==> config.mk <==
export PLATFORM = sky130hd
export DESIGN_NAME = gamepad_state_table_unit
export DESIGN_NICKNAME = d
export VERILOG_FILES = /design/src/design/gst_pkg.sv /design/src/design/gst_slot_table.sv /design/src/design/gamepad_state_table_unit.sv
export SDC_FILE = /design/constraint.sdc
export NUM_CORES = 1
export LEC_CHECK = 0
export BUFFER_PORTS_ARGS = -buffer_cell sky130_fd_sc_hd__buf_4
export CELL_PAD_IN_SITES_DETAIL_PLACEMENT = 0
export CELL_PAD_IN_SITES_GLOBAL_PLACEMENT = 1
export CORE_MARGIN = 1.5
export CORE_UTILIZATION = 51
export CTS_CLUSTER_SIZE = 28
export DETAILED_ROUTE_END_ITERATION = 7
export HOLD_SLACK_MARGIN = 0.06
export PLACE_DENSITY = 0.88
export SLEW_MARGIN = 0
export SYNTH_ARGS = -nofsm -noshare
export SYNTH_HDL_FRONTEND = slang
export SYNTH_SLANG_ARGS = --single-unit
==> constraint.sdc <==
create_clock -name clk -period 5.5 [get_ports clk]
set_input_delay 1.1 -clock clk [delete_from_list [all_inputs] [get_ports clk]]
set_output_delay 1.1 -clock clk [all_outputs]
set_load 0.01 [all_outputs]
==> src/design/gst_pkg.sv <==
// Package for the gamepad state table: event/result word types, operation codes,
// direction bits and the button-to-mask table. No dependencies.
package gst_pkg;

  // Operation codes of an event word; codes 6 and 7 are undefined
  typedef enum logic [2:0] {
    OP_ADD      = 3'd0,
    OP_REMOVE   = 3'd1,
    OP_BTN_DOWN = 3'd2,
    OP_BTN_UP   = 3'd3,
    OP_AXIS     = 3'd4,
    OP_READ     = 3'd5
  } op_t;

  // Axis numbers that drive direction bits
  localparam logic [7:0] AXIS_HORIZONTAL = 8'd0;
  localparam logic [7:0] AXIS_VERTICAL   = 8'd1;

  // Direction bits of the button mask
  localparam logic [15:0] BIT_UP    = 16'h0001;
  localparam logic [15:0] BIT_DOWN  = 16'h0002;
  localparam logic [15:0] BIT_LEFT  = 16'h0004;
  localparam logic [15:0] BIT_RIGHT = 16'h0008;

  localparam logic [14:0] AXIS_THRESHOLD_RESET = 15'd20000;

  // Number of standard controller buttons
  localparam int NUM_BUTTONS = 15;

  // Mask bit for each standard button; guide maps to nothing
  localparam logic [15:0] BUTTON_BITS [NUM_BUTTONS] = '{
    16'h0010, 16'h0020, 16'h0040, 16'h0080, 16'h0100, 16'h0000, 16'h0200,
    16'h1000, 16'h2000, 16'h0400, 16'h0800,
    BIT_UP, BIT_DOWN, BIT_LEFT, BIT_RIGHT
  };

  // One input event word
  typedef struct packed {
    logic [2:0]         operation;
    logic [31:0]        device_id;
    logic [7:0]         button_code;
    logic [7:0]         axis_number;
    logic signed [15:0] axis_value;
    logic [2:0]         pad_number;
  } gst_event_t;

  // One result word
  typedef struct packed {
    logic [15:0] pad_buttons;
    logic [3:0]  pads_connected;
    logic        id_not_found;
  } gst_result_t;

  // Map a button code to its mask bit; unknown codes map to none
  function automatic logic [15:0] map_button(input logic [7:0] code);
    logic [15:0] bits;
    bits = 16'h0000;
    if (code < 8'(NUM_BUTTONS)) begin
      bits = BUTTON_BITS[code[3:0]];
    end
    return bits;
  endfunction

endpackage

==> src/design/gst_slot_table.sv <==
// Slot table of the gamepad state table: ids, button masks and occupancy count,
// updated by one event word per cycle while fire is high. Depends on gst_pkg.
module gst_slot_table #(
  parameter int MAX_PADS = 8
) (
  input  logic                  clk,
  input  logic                  rst_n,
  input  logic                  fire,
  input  gst_pkg::gst_event_t   ev,
  input  logic [14:0]           threshold,
  output gst_pkg::gst_result_t  res
);
  import gst_pkg::*;

  localparam int CW = $clog2(MAX_PADS + 1);

  logic [31:0]   ids_r     [MAX_PADS];
  logic [31:0]   ids_nxt   [MAX_PADS];
  logic [15:0]   masks_r   [MAX_PADS];
  logic [15:0]   masks_nxt [MAX_PADS];
  logic [CW-1:0] count_r;
  logic [CW-1:0] count_nxt;

  op_t                 op;
  logic [MAX_PADS-1:0] hit;
  logic [MAX_PADS-1:0] first_hit;
  logic [MAX_PADS-1:0] shift_sel;
  logic [MAX_PADS-1:0] add_sel;
  logic                found;
  logic                full;
  logic                do_add;
  logic                do_remove;
  logic                do_modify;
  logic [15:0]         set_bits;
  logic [15:0]         clr_bits;
  logic [15:0]         neg_bit;
  logic [15:0]         pos_bit;
  logic signed [16:0]  v_ext;
  logic signed [16:0]  t_pos;
  logic signed [16:0]  t_neg;
  logic [15:0]         rd_mask;

  assign op = op_t'(ev.operation);

  // Match the id against occupied slots and in-range slot selects
  always_comb begin
    for (int i = 0; i < MAX_PADS; i++) begin
      hit[i]     = (5'(i) < 5'(count_r)) && (ids_r[i] == ev.device_id);
      add_sel[i] = (5'(i) == 5'(count_r));
    end
  end

  // Keep the lowest match; every slot at or above it shifts on removal
  assign first_hit = hit & (~hit + 1'b1);
  assign shift_sel = ~(first_hit - 1'b1);
  assign found     = |hit;
  assign full      = (5'(count_r) >= 5'(MAX_PADS));

  assign do_add    = fire && (op == OP_ADD) && !full;
  assign do_remove = fire && (op == OP_REMOVE) && found;
  assign do_modify = fire && (op == OP_BTN_DOWN || op == OP_BTN_UP || op == OP_AXIS);

  // Axis thresholds in 17-bit signed range
  assign v_ext = $signed({ev.axis_value[15], ev.axis_value});
  assign t_pos = $signed({2'b00, threshold});
  assign t_neg = -t_pos;

  // Build the bits to set and clear on the matched slot
  always_comb begin
    set_bits = 16'h0000;
    clr_bits = 16'h0000;
    neg_bit  = 16'h0000;
    pos_bit  = 16'h0000;
    if (ev.axis_number == AXIS_HORIZONTAL) begin
      neg_bit = BIT_LEFT;
      pos_bit = BIT_RIGHT;
    end else if (ev.axis_number == AXIS_VERTICAL) begin
      neg_bit = BIT_UP;
      pos_bit = BIT_DOWN;
    end
    case (op)
      OP_BTN_DOWN: begin
        set_bits = map_button(ev.button_code);
      end
      OP_BTN_UP: begin
        clr_bits = map_button(ev.button_code);
      end
      OP_AXIS: begin
        clr_bits = neg_bit | pos_bit;
        set_bits = ((v_ext < t_neg) ? neg_bit : 16'h0000) |
                   ((v_ext > t_pos) ? pos_bit : 16'h0000);
      end
      default: begin
        set_bits = 16'h0000;
        clr_bits = 16'h0000;
      end
    endcase
  end

  // Next value of each slot: add, shift down on removal, or modify in place
  for (genvar g = 0; g < MAX_PADS; g++) begin : gen_slot
    logic [31:0] up_id;
    logic [15:0] up_mask;
    if (g + 1 < MAX_PADS) begin : gen_above
      assign up_id   = ids_r[g+1];
      assign up_mask = masks_r[g+1];
    end else begin : gen_top
      assign up_id   = ids_r[g];
      assign up_mask = 16'h0000;
    end
    assign ids_nxt[g] = (do_add && add_sel[g])      ? ev.device_id :
                        (do_remove && shift_sel[g]) ? up_id : ids_r[g];
    assign masks_nxt[g] = (do_add && add_sel[g])      ? 16'h0000 :
                          (do_remove && shift_sel[g]) ? up_mask :
                          (do_modify && first_hit[g]) ?
                            ((masks_r[g] & ~clr_bits) | set_bits) : masks_r[g];
  end

  assign count_nxt = do_add    ? count_r + 1'b1 :
                     do_remove ? count_r - 1'b1 : count_r;

  // Read the requested slot; unused slots read as zero
  always_comb begin
    rd_mask = 16'h0000;
    for (int i = 0; i < MAX_PADS; i++) begin
      if ((5'(i) == 5'(ev.pad_number)) && (5'(i) < 5'(count_r))) begin
        rd_mask = masks_r[i];
      end
    end
  end

  // Assemble the result word
  always_comb begin
    res.pad_buttons    = (op == OP_READ) ? rd_mask : 16'h0000;
    res.pads_connected = 4'(count_nxt);
    case (op)
      OP_ADD:      res.id_not_found = full;
      OP_REMOVE,
      OP_BTN_DOWN,
      OP_BTN_UP,
      OP_AXIS:     res.id_not_found = !found;
      default:     res.id_not_found = 1'b0;
    endcase
  end

  // Hold masks and count; clear them on reset
  always_ff @(posedge clk) begin
    if (!rst_n) begin
      count_r <= '0;
      for (int i = 0; i < MAX_PADS; i++) begin
        masks_r[i] <= 16'h0000;
      end
    end else if (fire) begin
      count_r <= count_nxt;
      for (int i = 0; i < MAX_PADS; i++) begin
        masks_r[i] <= masks_nxt[i];
      end
    end
  end

  // Hold ids; entries are only read once written
  always_ff @(posedge clk) begin
    if (fire) begin
      for (int i = 0; i < MAX_PADS; i++) begin
        ids_r[i] <= ids_nxt[i];
      end
    end
  end

endmodule

==> src/design/gamepad_state_table_unit.sv <==
// Gamepad state table: one event word in, one result word out per event.
// An accepted word is held in the input register and processed into the result
// register once that is free; its result is offered from then on. One word per
// cycle while out_stall is low, set by the single-pass slot table update between them.
// Reset: table empty, masks zero, axis threshold 20000; ids are unknown until added.
module gamepad_state_table_unit #(
  parameter int MAX_PADS = 8
) (
  input  logic        clk,
  input  logic        rst_n,
  input  logic        cfg_wr_en,
  input  logic [14:0] cfg_wr_data,
  input  logic        in_valid,
  output logic        in_stall,
  input  logic [2:0]  in_operation,
  input  logic [31:0] in_device_id,
  input  logic [7:0]  in_button_code,
  input  logic [7:0]  in_axis_number,
  input  logic signed [15:0] in_axis_value,
  input  logic [2:0]  in_pad_number,
  output logic        out_valid,
  input  logic        out_stall,
  output logic [15:0] out_pad_buttons,
  output logic [3:0]  out_pads_connected,
  output logic        out_id_not_found
);
  import gst_pkg::*;

  logic [14:0]  threshold_r;
  gst_event_t   ev_r;
  logic         ev_valid_r;
  logic         ev_valid_nxt;
  gst_result_t  res;
  gst_result_t  res_r;
  logic         out_valid_r;
  logic         out_valid_nxt;
  logic         fire;
  logic         in_take;

  // Process the held word when the result register is free
  assign fire     = ev_valid_r && (!out_valid_r || !out_stall);
  assign in_stall = ev_valid_r && !fire;
  assign in_take  = in_valid && !in_stall;

  assign ev_valid_nxt  = in_take ? 1'b1 : (fire ? 1'b0 : ev_valid_r);
  assign out_valid_nxt = fire ? 1'b1 : (out_stall ? out_valid_r : 1'b0);

  gst_slot_table #(
    .MAX_PADS (MAX_PADS)
  ) u_table (
    .clk       (clk),
    .rst_n     (rst_n),
    .fire      (fire),
    .ev        (ev_r),
    .threshold (threshold_r),
    .res       (res)
  );

  // Hold the threshold register
  always_ff @(posedge clk) begin
    if (!rst_n) begin
      threshold_r <= AXIS_THRESHOLD_RESET;
    end else if (cfg_wr_en) begin
      threshold_r <= cfg_wr_data;
    end
  end

  // Advance valid flags
  always_ff @(posedge clk) begin
    if (!rst_n) begin
      ev_valid_r  <= 1'b0;
      out_valid_r <= 1'b0;
    end else begin
      ev_valid_r  <= ev_valid_nxt;
      out_valid_r <= out_valid_nxt;
    end
  end

  // Capture the input word and the result word
  always_ff @(posedge clk) begin
    if (in_take) begin
      ev_r.operation   <= in_operation;
      ev_r.device_id   <= in_device_id;
      ev_r.button_code <= in_button_code;
      ev_r.axis_number <= in_axis_number;
      ev_r.axis_value  <= in_axis_value;
      ev_r.pad_number  <= in_pad_number;
    end
    if (fire) begin
      res_r <= res;
    end
  end

  assign out_valid          = out_valid_r;
  assign out_pad_buttons    = res_r.pad_buttons;
  assign out_pads_connected = res_r.pads_connected;
  assign out_id_not_found   = res_r.id_not_found;

endmodule

Word-level counts from Yosys, hierarchy flattened
Memory sizes are Yosys's and may differ from the RTL's.
Cells that the tools add are included.
{"block": "op_classes", "n_reduce_logical": 64, "n_addsub": 5, "order_cmp": 13, "bitwise_logic": 31, "n_eq_ne": 29, "n_mux": 78}
{"op": "2-to-1 mux 16 bit", "n": 47}
{"op": "2-to-1 mux 32 bit", "n": 15}
{"op": "== test 32 bit", "n": 8}
{"op": "bitwise OR 16 bit", "n": 10}
{"op": "bitwise AND 16 bit", "n": 8}
{"op": "case mux 16 bit (2 select lines)", "n": 2}
{"op": "logical AND 1 bit", "n": 48}
{"op": "< comparator 16 x 17 -> 1 bit", "n": 1}
{"op": "negator 15 -> 17 bit", "n": 1}
{"op": "== test 3 x 4 -> 1 bit (first input constant)", "n": 4}
{"op": "> comparator 16 bit", "n": 1}
{"op": "< comparator 3 x 4 -> 1 bit (first input constant)", "n": 4}
{"op": "inverter 16 bit", "n": 1}
{"op": "inverter 8 bit", "n": 2}
{"op": "== test 3 bit (first input constant)", "n": 4}
{"op": "2-to-1 mux 1 bit", "n": 10}
{"op": "adder 8 x 1 -> 8 bit (second input constant)", "n": 1}
{"op": "bitwise AND 8 bit", "n": 1}
{"op": "== test 2 x 4 -> 1 bit (first input constant)", "n": 2}
{"op": "== test 8 x 1 -> 1 bit (second input constant)", "n": 1}
{"op": "zero test 8 bit", "n": 1}
{"op": "< comparator 1 x 4 -> 1 bit (first input constant)", "n": 2}
{"op": "< comparator 2 x 4 -> 1 bit (first input constant)", "n": 2}
{"op": "< comparator 8 x 4 -> 1 bit (second input constant)", "n": 1}
{"op": "24 further kinds", "n": 43}
{"block": "word_totals", "regBits": 112, "input_bits": 90, "out_inout_bits": 23, "romBits": 256, "n_memories": 3, "mem_bits_rw": 384, "elab_cells": 236}
{"memory": "(no name shown)", "words": 16, "width": 16, "read_ports": 1, "rd_ports_with_merged_regs": 0, "wr": 0, "line_no": "gst_pkg.sv:59", "source": "bits = BUTTON_BITS[code[3:0]];"}
{"memory": "u_table.ids_r", "words": 8, "width": 32, "read_ports": 8, "rd_ports_with_merged_regs": 0, "wr": 8, "line_no": "gst_slot_table.sv:17", "source": "logic [31:0] ids_r [MAX_PADS];"}
{"memory": "u_table.masks_r", "words": 8, "width": 16, "read_ports": 8, "rd_ports_with_merged_regs": 0, "wr": 8, "line_no": "gst_slot_table.sv:19", "source": "logic [15:0] masks_r [MAX_PADS];"}

Longest topological paths before layout
{"block": "depth", "ltp_word": 13, "mapped_depth": 14}

By module
A second synthesis with hierarchy kept.
{"block": "hier_totals", "hier_cells": 1979, "area_unflattened_um2": 24975.2}
{"module": "gst_slot_table", "cells_per_inst": 1832, "area_per_inst_um2": 21595.7, "instances": 1, "seq_area_each_um2": 11130.7}
{"module": "gamepad_state_table_unit", "cells_per_inst": 147, "area_per_inst_um2": 3379.5, "instances": 1, "seq_area_each_um2": 3072.9}

Worst setup path before layout
No wires, ideal clock.
{"block": "synth_timing", "path_type": "input port to flip-flop", "start": "input out_stall", "end": "register ev_r[0] in the netlist's numbering, enable pin", "required_time_ns": 4.994, "n_path_buf": 0, "setup_ns": 0.506, "arrival_ns": 4.449, "setup_slack_ns": 0.544, "path_stages": 2, "cell_sequence": "and3_1 > nor2b_1"}
{"block": "synth_via", "elab_chain_cells": 7}
{"item": "from (decl)", "line_no": "gamepad_state_table_unit.sv:22", "source": "input logic out_stall,"}
{"item": "zero test 1 bit", "line_no": "gamepad_state_table_unit.sv:41", "source": "assign fire = ev_valid_r && (!out_valid_r || !out_stall);"}
{"item": "logical OR 1 bit", "line_no": "gamepad_state_table_unit.sv:41"}
{"item": "logical AND 1 bit", "line_no": "gamepad_state_table_unit.sv:41"}
{"item": "zero test 1 bit", "line_no": "gamepad_state_table_unit.sv:42", "source": "assign in_stall = ev_valid_r && !fire;"}
{"item": "logical AND 1 bit", "line_no": "gamepad_state_table_unit.sv:42"}
{"item": "zero test 1 bit", "line_no": "gamepad_state_table_unit.sv:43", "source": "assign in_take = in_valid && !in_stall;"}
{"item": "logical AND 1 bit", "line_no": "gamepad_state_table_unit.sv:43"}
{"item": "to (decl)", "line_no": "gamepad_state_table_unit.sv:30", "source": "gst_event_t ev_r;"}
Every way passes these cells.
A chain may end at the register's enable or synchronous reset.

==> metrics.txt <==
Pwr Total=8.517 mW; endpoint class of the critical path=flip-flop; syn_nets=2227; Max Fclk=225.5 MHz; Fin Clk Skew=0.03208 ns; status=completed; clk buf depth=3; ys flop type=edfxtp_1; DR DRC count=0; final hold violation count=0; routed via count=17818; fin crit period=4.436 ns; Pleak=10.34 nW; Async SR Flop Fraction=0%; worst reg-to-reg path cell count=9; syn_area_per_cell=12.21 um2; max-slew violations=0; slowest CP cell=nand3_1; clock sink count=494; worst-skew pair later-pin latency=0.63 ns; largest net degree at the start of global routing=71; CP dominant cell by count=nand3_1; register bit count reported by yosys=494; distinct cell type count after synthesis=70; CTS tree=built; WL final=67.59 mm; die area=51650 um2; ANT nets after route=0; Crit Path Max Fanout=16; WHS Path Cells=2; Synth area leaders=edfxtp_1, mux2_2, xor2_1; htree depth=2; unrepaired setup endpoints after global routing=false; max_slew headroom=23.38%; Remaining Overflow, GRT=0; worst path cell trace=inv_1 -> ha_1 -> a211o_1 -> nor4_1 -> nand4_1 -> nand3_2 -> nor3_1 -> nand3_1 -> nand3_1; commonest non-fill, non-tap cell in the layout=edfxtp_1; number of cell rows=82; clk slew on worst S/H paths=0.06 ns; Synth Cell Area=25650 um2; Hold/Removal Path Class=flip-flop to flip-flop; Final Util=57.99%; Final GP Congestion=0.9090; routed length per instance=23.35 um; Syn-to-layout area delta=12.73%; Critical R2R Launch=u_table.count_r[0]$_SDFFE_PN0P_; most frequent cells in the layout=edfxtp_1, mux2_2, nor2_1; initial antenna violation count=0; I/O pin total=113; layout cells sized above 1=21.33%; Worst EP required=5.54 ns; Seq/Total Area, Yosys=57.01%; Post-CTS Setup Inserts=0; number of flops mapped to enable cells by yosys=473; Initial Utilization=51.44%; cells after synthesis=2101; Crit path arrival time=4.48 ns; Final setup viols=0; post-CTS sizing=0; post-DP HPWL=45.47 mm; power per cell area=294.5 nW/um2; Num CTS Buffers=52; hold endpoint=out_valid$_SDFFE_PN0P_; core area=49860 um2; Clk Tree Root Cell=clkbuf_16; vias in the first global route=17475; DP Worst Slack=0.9082 ns; slew at the pin with the worst max-slew slack=1.139 ns; register area=14620 um2; worst stage delay on the critical path=0.79 ns; setup ws final=1.064 ns; DRT Pass-1 Iters=8; multi-input logic area=10300 um2; fin crit share=80.65%; initial DRC count=2330; via/cell ratio=6.157; gr usage total=26.35%; max capacitance violation total=0; CTS Hold Bufs=0; Worst Hold Launch=ev_valid_r$_SDFFE_PN0P_; VDD IR-drop max=0.0002329 V; Worst Setup Path Type=flip-flop to flip-flop; share of the synthesized area in the top cell type=55.37%; Die H=227.3 um; yosys warns=0; Synth area leader=edfxtp_1; DIE WIDTH=227.3 um; setup TNS=0 ns; CP Launch Type=flip-flop; diode count=0; capturing point of the worst reg2reg path=u_table.masks_r[3][2]$_SDFFCE_PP0P_; Reg2Reg Setup Slack=1.06 ns; layout net count=2306; Fillers=4018; global-route wire length before repair=103.2 mm; I/O Buffers=112
-- worst max path at each step --
| stage | startpoint | to | slack [ns] | cells after the start |
|---|---|---|---|---|
| floorplan | out_stall | ev_r[0]$_DFFE_PP_ | 0.54 | 2 |
| global placement | out_stall | u_table.masks_r[3][11]$_SDFFCE_PP0P_ | 1.08 | 7 |
| detailed placement | out_stall | u_table.masks_r[3][10]$_SDFFCE_PP0P_ | 0.91 | 7 |
| CTS | u_table.count_r[0]$_SDFFE_PN0P_ | u_table.masks_r[3][4]$_SDFFCE_PP0P_ | 1.12 | 9 |
| global route | u_table.count_r[0]$_SDFFE_PN0P_ | u_table.masks_r[3][2]$_SDFFCE_PP0P_ | 0.80 | 9 |
| finish | u_table.count_r[0]$_SDFFE_PN0P_ | u_table.masks_r[3][2]$_SDFFCE_PP0P_ | 1.06 | 9 |
-- sequential cells by signal (all words and copies together), names as in the netlist --
signal              cells
u_table.count_r         4
threshold_r            15
out_valid               1
ev_valid_r              1
ev_r                   70
out_id_not_found        1
out_pad_buttons        16
u_table.masks_r       126
out_pads_connected      4
u_table.ids_r         256
-- critical path: cells and delay by family (launching register included) --
kind	cells	cell delay, ns
adders and majority gates	1	0.44
AOI/OAI and AO/OA	1	0.34
and+or+nand+nor	6	2.43
DFF	1	0.49
buffers and inverters	1	0.15
-- layout make-up --
class	count	share of cell area [%]
clock buffer	66	4.894
clock inverter	30	1.181
inverter	31	0.4024
multi-input combinational	1431	35.63
sequential	494	50.58
tap	672	2.908
timing repair buffer	170	4.414
-- power breakdown --
group | switching, mW | total (mW) | internal [mW] | leakage [nW]
registers | 0.155 | 4.38 | 4.23 | 4.67
clock network | 1.53 | 3.64 | 2.11 | 0.865
logic | 0.288 | 0.499 | 0.212 | 4.81
-- synth_stat cells (all sizes together) (6+ instances only) --
master,number
xor2,154
a22oi,32
mux2i,23
o21ai,24
dfxtp,21
nor2,172
a21oi,132
xnor2,113
nor3,40
nor2b,13
edfxtp,473
mux2,193
a221oi,15
nand3,29
o211ai,9
nand4,41
nor4,43
buf,84
ha,36
nand2,155
a211oi,70
and3,29
inv,30
a21o,6
a22o,14
clkbuf,61
a31oi,34
-- routing by layer --
layer / global-route usage, % / vias to the layer above / part of all wire, %
met5: 0 / - / 0
met4: 9.955 / 0 / 3.7
met2: 40.42 / 936 / 45
met3: 4.775 / 170 / 8.8
li1: - / 8020 / -
met1: 37.41 / 8692 / 42
-- logic make-up (layout without fill, tap and decap cells) --
| group | count (synthesis) | in the layout | synth area share, % |
|---|---|---|---|
| adder cells (fa/ha/maj) | 36 | 36 | 1.756 |
| AND/OR/NAND/NOR | 552 | 552 | 10.17 |
| flip-flops | 494 | 494 | 57.01 |
| AO/OA/AOI/OAI | 360 | 360 | 9.161 |
| multiplexers | 216 | 216 | 9.370 |
| XOR/XNOR | 267 | 267 | 9.117 |
| buffers and inverters | 176 | 297 | 3.414 |
-- metrics by stage --
stage | instances | instance area, um2 | hold WS, ns
final | 2894 | 28920 | 0.4998
after global routing | 2894 | 28920 | 0.5421
after floorplan | 2101 | 25650 | 0.4206
after detailed placement | 2798 | 27160 | 0.4942
after CTS | 2894 | 28920 | 0.5067
after global placement | 2798 | 27160 | 0.4807
Power figures use the tool's default switching activity.
